==> src/design/ttpq_ram.sv <==
`timescale 1ns / 1ps

module ttpq_ram #(
	parameter int WIDTH = 32,
	parameter int DEPTH = 16
) (
	input  logic                     clk,
	input  logic                     we,
	input  logic [$clog2(DEPTH)-1:0] waddr,
	input  logic [WIDTH-1:0]         wdata,
	input  logic [$clog2(DEPTH)-1:0] raddr,
	output logic [WIDTH-1:0]         rdata
);

	logic [WIDTH-1:0] mem [DEPTH];

	always_ff @(posedge clk) begin
		if (we) begin
			mem[waddr] <= wdata;
		end
		rdata <= mem[raddr];
	end

endmodule

==> config.mk <==
export PLATFORM = sky130hd
export DESIGN_NAME = ttpq_ram
export DESIGN_NICKNAME = d
export VERILOG_FILES = /design/src/design/ttpq_ram.sv
export SDC_FILE = /design/constraint.sdc
export NUM_CORES = 1
export LEC_CHECK = 0
export BUFFER_PORTS_ARGS = -buffer_cell sky130_fd_sc_hd__buf_2
export CAP_MARGIN = 20
export CORE_MARGIN = 2
export CORE_UTILIZATION = 35
export CTS_BUF_LIST = sky130_fd_sc_hd__clkbuf_16
export DETAILED_ROUTE_END_ITERATION = 7
export GPL_ROUTABILITY_DRIVEN = 0
export MAX_ROUTING_LAYER = met4
export PLACE_DENSITY = 0.59
export SYNTH_ARGS = -nofsm -noshare
export SYNTH_HDL_FRONTEND = slang
export SYNTH_SLANG_ARGS = --single-unit
==> constraint.sdc <==
create_clock -name clk -period 3.34 [get_ports clk]
set_input_delay 0.334 -clock clk [delete_from_list [all_inputs] [get_ports clk]]
set_output_delay 0.334 -clock clk [all_outputs]
set_load 0.1 [all_outputs]
==> flow_metrics.py <==
metrics = {
    "sta": {
        "slew_viol_final": 0,
        "final.setup.tns_ps": 0,
        "setup_viol": 0,
        "post-route-min-period_ps": 1812,
        "finalCritPeriodShare_pct": 54.27,
        "fmax_mhz": 551.7,
        "relSlewSlack_pct": 44.99,
        "rsz0062_at_grt": "false",
        "tightest_slew_ps": 823.3,
        "fin_ws_ps": 1528,
        "finalHoldViolCount": 0,
        "skew_ps": 28.33,
    },
    "floorplanning": {
        "dieWidth_um": 242.2,
        "start_util_pct": 35.28,
        "rows": 87,
        "io_pins": 74,
        "core_sq_um": 56280,
        "die_h_um": 242.2,
        "die_area_sq_um": 58650,
    },
    "synth": {
        "synthTopCellsByArea": "edfxtp_1, mux4_2, dfxtp_1, a22oi_1, nand2_1",
        "synth-async-reset-ratio_pct": 0,
        "synth_edf_count": 512,
        "synth_top_area_share_pct": 77.44,
        "synth-seq-cells": 544,
        "seq_area_frac_synth_pct": 80.67,
        "synthFlopType": "edfxtp_1",
        "yosysWarnings": 0,
        "syn_inst": 838,
        "yosysTopAreaCell": "edfxtp_1",
        "ys_top_cells_by_count": "edfxtp_1, mux4_2, a22oi_1",
        "synth.avg_cell_area_sq_um": 23.69,
        "synth.most_common_cell": "edfxtp_1",
        "syn_nets": 880,
        "syn_area_sq_um": 19850,
        "yosysUniqueCellTypes": 18,
    },
    "worst_hold_path": {
        "hp-class": "in2reg",
        "hold_start": "wdata[13]",
        "min_path_cells": 1,
        "holdPathEnd": "mem[12][13]",
    },
    "grt": {
        "antenna_found_initial": 1,
        "grt.total_usage_pct": 15.11,
        "grt_pass1_vias": 9474,
        "grt-ovfl-total": 0,
        "grt_max_degree": 53,
        "grt_first_pass_wirelength_um": 63800,
    },
    "clocking": {
        "cts_sinks": 544,
        "post-cts-setup-buffers": 0,
        "cts-root-buf": "clkbuf_16",
        "clkLatencyLatePin_ps": 610,
        "clock_path_buffers": 3,
        "cts_tree": "built",
        "ctsHoldBuffers": 0,
        "clkTransAtPathRegs_ps": 60,
        "numCtsBuffers": 54,
        "cts_resized": 0,
        "htreeDepth": 2,
    },
    "setup_path": {
        "endpoint_kind": "primary output",
        "worstPathCellList": "buf_2",
        "reg2reg_depth": 3,
        "cp.arrival_ps": 1480,
        "cp_data_required_time_ps": 3010,
        "reg2reg_slack_ps": 1880,
        "crit_fanout": 1,
        "critical_path_class": "reg2out",
        "slowest_stage": "buf_2",
        "reg2reg_from": "mem[3][9]",
        "critical_path_buf_inv_count": 1,
        "r2r-end": "rdata[9]",
        "critPathTopFamily": "buffers and inverters",
        "start_kind": "flop",
        "crit_path_max_incr_delay_ps": 470,
    },
    "place": {
        "port_buffers": 73,
        "dp_hpwl_um": 23120,
        "pre_cts_ws_ps": 1063,
    },
    "power_and_ir_drop": {
        "power_density_nw_per_um2": 631.0,
        "power_frac_comb_pct": 6.8,
        "clkPwrFrac_pct": 40.6,
        "p_int_mw": 11.35,
        "total_leakage_power_nw": 7.451,
        "irDropWorstVdd_mv": 0.3789,
        "p_sw_share_pct": 22.28,
        "seq_power_share_pct": 52.6,
        "p_sw_mw": 3.256,
    },
    "route": {
        "viasPerCell": 5.095,
        "wire_per_inst_um": 24.02,
        "dr.pass1.iters": 5,
        "ant_nets": 0,
        "initialDrtViolationCount": 841,
        "vias": 8962,
        "totalWireLength_um": 42250,
        "drc": 0,
    },
    "final_layout": {
        "final_layout_size_suffix_gt1_share_pct": 32.83,
        "fin_nets": 998,
        "fin_util_pct": 41.14,
        "syn2layout_area_growth_pct": 16.62,
    },
    "outcome": {
        "status": "finished, final reports clean",
    },
    "run": {
        "max_cap_viol_count": 0,
    },
}
worst max path at each step:
stage          startpoint         to  slack, ps  depth (start not counted)
6_report        rdata[31]  rdata[31]       1530                          1
5_1_grt         rdata[31]  rdata[31]       1500                          1
4_1_cts         rdata[31]  rdata[31]       1500                          1
3_5_place_dp     raddr[0]   rdata[3]       1060                          5
3_3_place_gp     raddr[0]  rdata[30]       1080                          5
2_1_floorplan    waddr[2]  mem[8][0]        130                          2
flip-flops by register name, summed over array words and instances (netlist names):
register	count
mem	512
rdata	32
cell usage in the layout, fill, tap and decap left out, types with 5 or more instances in the layout:
cell type and count:
a22oi_1 64, buf_12 5, buf_2 71, buf_4 28, bufinv_16 6, clkbuf_16 55
clkinv_1 9, clkinv_2 11, dfxtp_1 32, edfxtp_1 512, inv_1 18, mux4_2 128
nand2_1 33, nor2_4 13
final cells by class:
cell class	count	area, sq um
Tap cell	756	945.9
Multi-Input combinational cell	251	3756
Clock inverter	47	377.9
Clock buffer	55	1376
Fill cell	4941	33120
Sequential cell	544	16020
Timing Repair Buffer	105	679.4
Antenna cell	1	2.502
power groups by stage:
stage | sequential, mW | clock, mW | combinational (mW)
CTS | 7.69 | 6.06 | 1.02
floorplan | 8.14 | 0 | 0.367
detailed placement | 7.83 | 0 | 1.02
finish | 7.69 | 5.93 | 0.999
global route | 7.70 | 6.35 | 1.06
global placement | 7.83 | 0 | 1.00
worst reg2reg max path, delay by kind of cell (launching register included):
family | cells | cell delay [ps]
AO/OA/AOI/OAI | 1 | 420
multiplexers | 1 | 470
flip-flops | 1 | 350
AND/OR/NAND/NOR | 1 | 100
metal layers:
metal / up-vias / global-route usage, % / part of all wire [%]
li1: 3818 / - / -
met1: 4832 / 21.52 / 46
met2: 246 / 22.74 / 47
met3: 66 / 2.526 / 5.1
met4: 0 / 3.794 / 1.8
met5: - / - / 0
cell families (layout without fill, tap and decap cells):
kind of cell    count (synthesis)  after routing  synth area share, %
compound gates                 64             64                2.420
buf+inv                        43            207                1.122
flops                         544            544                80.67
mux                           128            128                14.52
other cells                     0              1                    0
simple gates                   59             59                1.273
stage by stage:
stage               cells  hold WS, ps  total power, mW  instance area (sq um)
floorplan             838        432.9            8.511                  19860
global placement     1656        649.5            8.833                  21400
detailed placement   1656        664.0            8.850                  21400
CTS                  1758        74.15            14.77                  23150
global route         1759        93.55            15.11                  23150
finish               1759        103.2            14.61                  23150
Power figures use the tool's default switching activity.
