$ cat config.mk
export PLATFORM = sky130hd
export DESIGN_NAME = ttpq_runner
export DESIGN_NICKNAME = d
export VERILOG_FILES = /design/src/design/ttpq_pkg.sv /design/src/design/ttpq_runner.sv
export SDC_FILE = /design/constraint.sdc
export NUM_CORES = 2
export LEC_CHECK = 0
export BUFFER_PORTS_ARGS = -buffer_cell sky130_fd_sc_hd__buf_2
export CELL_PAD_IN_SITES_DETAIL_PLACEMENT = 0
export CELL_PAD_IN_SITES_GLOBAL_PLACEMENT = 1
export CORE_ASPECT_RATIO = 0.5
export CORE_MARGIN = 4
export CORE_UTILIZATION = 50
export CTS_BUF_LIST = sky130_fd_sc_hd__clkbuf_16
export DETAILED_ROUTE_END_ITERATION = 12
export PLACE_DENSITY = 0.73
export SLEW_MARGIN = 10
export SYNTH_ARGS = -nofsm -noshare
export SYNTH_HDL_FRONTEND = slang
export SYNTH_SLANG_ARGS = --single-unit
$ cat constraint.sdc
create_clock -name clk -period 25.1 [get_ports clk]
set_clock_uncertainty 0.05 [all_clocks]
set_input_delay 1.255 -clock clk [delete_from_list [all_inputs] [get_ports clk]]
set_output_delay 1.255 -clock clk [all_outputs]
set_load 0.01 [all_outputs]
$ cat src/design/ttpq_pkg.sv
`timescale 1ns / 1ps

package ttpq_pkg;

	localparam int HEAP_DEPTH   = 64;
	localparam int HEAP_SLOTS   = HEAP_DEPTH + 1;  // spare slot for push-then-pop in rebuild
	localparam int HEAP_AW      = $clog2(HEAP_SLOTS);
	localparam int HEAP_CW      = $clog2(HEAP_SLOTS + 1);
	localparam int RUNNER_DEPTH = 16;
	localparam int RUN_AW       = $clog2(RUNNER_DEPTH);
	localparam int RUN_CW       = $clog2(RUNNER_DEPTH + 1);
	localparam int PILE_DEPTH   = 1024;
	localparam int PILE_AW      = $clog2(PILE_DEPTH);
	localparam int PILE_CW      = $clog2(PILE_DEPTH + 1);

	localparam int GOOD_W   = 7;
	localparam int RLIM_W   = 5;
	localparam int CFG_W    = 7;
	localparam int CFG_IW   = 1;
	localparam int GOOD_RST = 64;
	localparam int RLIM_RST = 16;

	localparam logic [CFG_IW-1:0] REG_GOOD_LIMIT   = 1'd0;
	localparam logic [CFG_IW-1:0] REG_RUNNER_LIMIT = 1'd1;

	localparam logic OP_ENQ = 1'b0;
	localparam logic OP_DEQ = 1'b1;

	// heap unit commands
	localparam logic [1:0] HOP_PUSH = 2'd0;
	localparam logic [1:0] HOP_POP  = 2'd1;
	localparam logic [1:0] HOP_PEEK = 2'd2;
	localparam logic [1:0] HOP_LAST = 2'd3;

	// runner list commands
	localparam logic [1:0] ROP_INSERT = 2'd0;
	localparam logic [1:0] ROP_EVICT  = 2'd1;
	localparam logic [1:0] ROP_MAX    = 2'd2;

	typedef struct packed {
		logic [31:0] id;
		logic [31:0] handle;
		logic [31:0] score;
	} entry_t;

	localparam int ENTRY_W = $bits(entry_t);

	typedef struct packed {
		logic       go;
		logic [1:0] op;
		entry_t     ent;
	} hcmd_t;

	typedef struct packed {
		logic               done;
		logic [HEAP_CW-1:0] cnt;
		entry_t             res;
	} hstat_t;

	typedef struct packed {
		logic       go;
		logic [1:0] op;
		entry_t     ent;
	} rcmd_t;

	typedef struct packed {
		logic              done;
		logic [RUN_CW-1:0] cnt;
		entry_t            min;
		entry_t            res;
	} rstat_t;

endpackage

$ cat src/design/ttpq_runner.sv
`timescale 1ns / 1ps

// Ascending runner-up list; insert and evict move one entry per cycle.
module ttpq_runner (
	input  logic             clk,
	input  logic             arst_n,
	input  ttpq_pkg::rcmd_t  cmd,
	output ttpq_pkg::rstat_t stat
);

	localparam logic [1:0] R_IDLE = 2'd0;
	localparam logic [1:0] R_INS  = 2'd1;
	localparam logic [1:0] R_EV   = 2'd2;

	logic [1:0]                   state_q;
	logic [ttpq_pkg::RUN_CW-1:0]  count_q;
	logic [ttpq_pkg::RUN_CW-1:0]  i_q;
	ttpq_pkg::entry_t             ent_q;
	ttpq_pkg::entry_t             res_q;
	logic                         done_q;
	ttpq_pkg::entry_t             arr_q [ttpq_pkg::RUNNER_DEPTH];

	logic [ttpq_pkg::RUN_AW-1:0]  rd_idx;
	ttpq_pkg::entry_t             rd_ent;
	logic                         lt;

	always_comb begin
		case (state_q)
			R_INS:   rd_idx = ttpq_pkg::RUN_AW'(i_q - 1'b1);
			R_EV:    rd_idx = ttpq_pkg::RUN_AW'(i_q + 1'b1);
			default: rd_idx = ttpq_pkg::RUN_AW'(count_q - 1'b1);
		endcase
	end
	assign rd_ent = arr_q[rd_idx];
	assign lt     = rd_ent.score < ent_q.score;

	always_ff @(posedge clk or negedge arst_n) begin
		if (!arst_n) begin
			state_q <= R_IDLE;
			count_q <= '0;
			done_q  <= 1'b0;
		end else begin
			done_q <= 1'b0;
			unique case (state_q)
				R_IDLE: begin
					if (cmd.go) begin
						case (cmd.op)
							ttpq_pkg::ROP_INSERT: begin
								ent_q   <= cmd.ent;
								i_q     <= count_q;
								state_q <= R_INS;
							end
							ttpq_pkg::ROP_EVICT: begin
								res_q   <= arr_q[0];
								count_q <= count_q - 1'b1;
								i_q     <= '0;
								state_q <= R_EV;
							end
							default: begin
								res_q   <= rd_ent;
								count_q <= count_q - 1'b1;
								done_q  <= 1'b1;
							end
						endcase
					end
				end
				R_INS: begin
					if (i_q == '0 || lt) begin
						arr_q[ttpq_pkg::RUN_AW'(i_q)] <= ent_q;
						count_q <= count_q + 1'b1;
						done_q  <= 1'b1;
						state_q <= R_IDLE;
					end else begin
						arr_q[ttpq_pkg::RUN_AW'(i_q)] <= rd_ent;
						i_q <= i_q - 1'b1;
					end
				end
				R_EV: begin
					if (i_q < count_q) begin
						arr_q[ttpq_pkg::RUN_AW'(i_q)] <= rd_ent;
						i_q <= i_q + 1'b1;
					end else begin
						done_q  <= 1'b1;
						state_q <= R_IDLE;
					end
				end
				default: state_q <= R_IDLE;
			endcase
		end
	end

	assign stat.done = done_q;
	assign stat.cnt  = count_q;
	assign stat.min  = arr_q[0];
	assign stat.res  = res_q;

endmodule

==> impl_metrics.py <==
metrics = {
    "outcome": {
        "status": "finished clean",
    },
    "worst_hold_path": {
        "hold_path.class": "input port to async pin",
    },
    "detailed_routing": {
        "dr.pass1.iters": 5,
        "routed_wl_um": 189000,
        "wl_met1_um": 78500,
        "wl_per_cell_um": 31.8,
        "vias": 38200,
        "vias_per_cell": 6.44,
        "met3_length_um": 15700,
        "ant_nets": 0,
        "drt_iter0_drc": 4766,
        "top_layer": "met5",
        "routed-wl-met2_um": 90400,
        "drcViolationCount": 0,
    },
    "yosys": {
        "syn_avg_cell_area_um2": 19.8,
        "synth-seq-area-share_pct": 73.1,
        "synth_top_cells_by_area": "edfxtp_1, mux4_2, mux2i_1",
        "synth-edff-count": 1733,
        "synth_fa_ha_area_share_pct": 0.805,
        "yosys.area.top_type_share_pct": 72.8,
        "syn_area_mm2": 0.0715,
        "syn_nets": 3756,
        "synth_cells": 3609,
        "synth_seq_cells": 1741,
        "async_flop_share_pct": 0.460,
        "post_synth_and_or_nand_nor_area_fraction_pct": 3.54,
        "synthFlopType": "edfxtp_1",
        "synth_area_leader_cell": "edfxtp_1",
        "synth_xor_area_share_pct": 0.0735,
        "yosys-mux-area-fraction_pct": 17.7,
        "synth_top_family_by_area": "multiplexers",
        "yosysWarnings": 0,
        "yosysUniqueCellTypes": 73,
        "synth_compound_area_share_pct": 3.13,
    },
    "clock_network": {
        "clk_latency_ns": 0.79,
        "cts-htree-levels": 4,
        "cts-buffers-inserted": 154,
        "cts_root_buf": "clkbuf_16",
        "cts_sinks": 1741,
        "hold_buffers": 0,
        "cts_buffer_depth": 3,
        "cts_resized": 0,
        "cts_tree": "done",
        "post_cts_buffers": 0,
        "clk_pin_slew_ns": 0.07,
    },
    "place": {
        "portBuffers": 298,
        "dp_hpwl_um": 97600,
        "place.gp.congestion": 0.789,
    },
    "critical_path": {
        "crit_chain": "inv_1, ha_4, buf_4, nor2_1, o22ai_4, buf_12, buf_16, mux4_2, mux2i_1, mux2i_1, ha_1, a211oi_1, o221ai_1, a2111oi_0, o41a_1, a2111oi_4, nor2_4, buf_4, o211ai_1",
        "endpoint_kind": "register",
        "worstPathMaxFanout": 88,
        "crit_slowest_cell": "a2111oi_0",
        "arrival_ns": 9.63,
        "cp.required_ns": 25.39,
        "path_class": "register to register",
        "worst_setup_path_start_kind": "register",
        "slowest_delay_ns": 0.83,
    },
    "timing": {
        "setup_viol": 0,
        "tightest_slew_ns": 1.24,
        "period_share_pct": 37.2,
        "rsz0062_at_grt": "false",
        "max_slew_margin_pct": 16.9,
        "finalSetupTns_ns": 0,
        "hold_viol_final": 0,
        "period_needed_ns": 9.34,
        "fmax_ghz": 0.107,
        "slew_viol_final": 0,
    },
    "layout": {
        "regArea_mm2": 0.0522,
        "drive_gt1_share_pct": 27.5,
        "multi_input_area_mm2": 0.0182,
        "final_cell_mix": "edfxtp_1, mux4_2, buf_2",
        "final_common_cell": "edfxtp_1",
        "nNetsFinal": 4069,
        "fillCellCount": 10500,
        "syn2layout_area_growth_pct": 12.1,
    },
    "run": {
        "cap_violations": 0,
    },
    "global_route": {
        "antenna_found_initial": 7,
        "grt_pass1_vias": 38200,
        "overflow": 0,
        "grt_max_degree": 144,
        "grt_use_total_pct": 25.3,
        "grt_pass1_wl_um": 271000,
    },
    "die": {
        "die_h_um": 275,
        "floorplan.initialDensity_pct": 50.7,
        "ioPinCount": 299,
        "coreArea_mm2": 0.141,
        "die_area_mm2": 0.149,
        "rows": 97,
        "die_x_um": 543,
    },
}
==> registers in the layout, summed over array words and instances, names as in the netlist <==
name	flops
arr_q	1536
count_q	5
done_q	1
ent_q	96
i_q	5
stat	96
state_q	2
==> metrics by stage <==
step	hold slack [ns]	setup WS (ns)	cell area, µm²	utilization, %	cells
2_1_floorplan	0.519	12.34	71500	-	3609
3_3_place_gp	0.532	16.07	75200	53.3	5645
3_5_place_dp	0.540	15.98	75200	53.3	5645
4_1_cts	0.430	15.96	80100	56.8	5922
5_1_grt	0.449	15.32	80200	56.8	5924
6_report	0.497	15.76	80200	56.8	5926
==> kinds of logic (layout without fill, tap and decap cells) <==
family	Yosys count	count (layout)
flip-flops	1741	1741
multiplexers	770	770
AND/OR/NAND/NOR	485	485
buffers and inverters	281	715
AO/OA/AOI/OAI	280	280
adder cells (fa/ha/maj)	46	46
XOR/XNOR	6	6
other	0	2
==> routing by layer <==
metal / track usage (%) / up-vias
li1: - / 15700
met1: 36.5 / 20400
met2: 40.6 / 1814
met3: 4.39 / 283
met4: 6.10 / 4
met5: 0 / -
==> critical path: cells and delay by family (launching register included) <==
family	cells	cell delay (ns)
muxes	3	0.98
buffers and inverters	5	2.64
and+or+nand+nor	2	0.70
adders and majority gates	2	0.63
DFF	1	0.43
AOI/OAI and AO/OA	7	3.13
==> cell type report <==
cell class,instances,share of cell area (%)
multi-input combinational,1587,22.8
clock buffer,157,4.90
sequential,1741,65.2
timing repair buffer,391,2.82
clock inverter,120,1.19
tap,1881,2.94
inverter,47,0.220
antenna,2,0.00624
==> cells in the mapped netlist (all sizes together) (3+ instances only) <==
master and count:
a2111oi 3, a211oi 10, a21o 3, a21oi 12
a221oi 99, buf 127, clkbuf 107, dfrtp 8
edfxtp 1733, ha 46, inv 46, mux2 96
mux2i 290, mux4 384, nand2 116, nand2b 4
nand3 10, nand4 106, nor2 84, nor2b 130
nor3 14, nor4b 4, o211ai 102, o21ai 18
o311ai 4, or3 4, xor2 4
==> path summary, 6_finish.rpt <==
| kind | from | depth (start not counted) | end | slack (ns) |
|---|---|---|---|---|
| worst max-delay path | state_q[1]$_DFFE_PN0P_ | 19 | arr_q[14][63]$_DFFE_PP_ | 15.76 |
| worst min-delay path | arst_n | 1 | done_q$_DFF_PN0_ | 0.50 |
| worst max register to register | state_q[1]$_DFFE_PN0P_ | 19 | arr_q[14][63]$_DFFE_PP_ | 15.76 |
| worst min register to register | arr_q[0][33]$_DFFE_PP_ | 1 | stat[33]$_DFFE_PP_ | 0.55 |
| max in group asynchronous | arst_n | 1 | state_q[0]$_DFFE_PN0P_ | 24.05 |
| min in group clk | arr_q[0][33]$_DFFE_PP_ | 1 | stat[33]$_DFFE_PP_ | 0.55 |
Power is not shown: default switching activity piles up to over one toggle a cycle in this logic, so the estimate is an artifact.
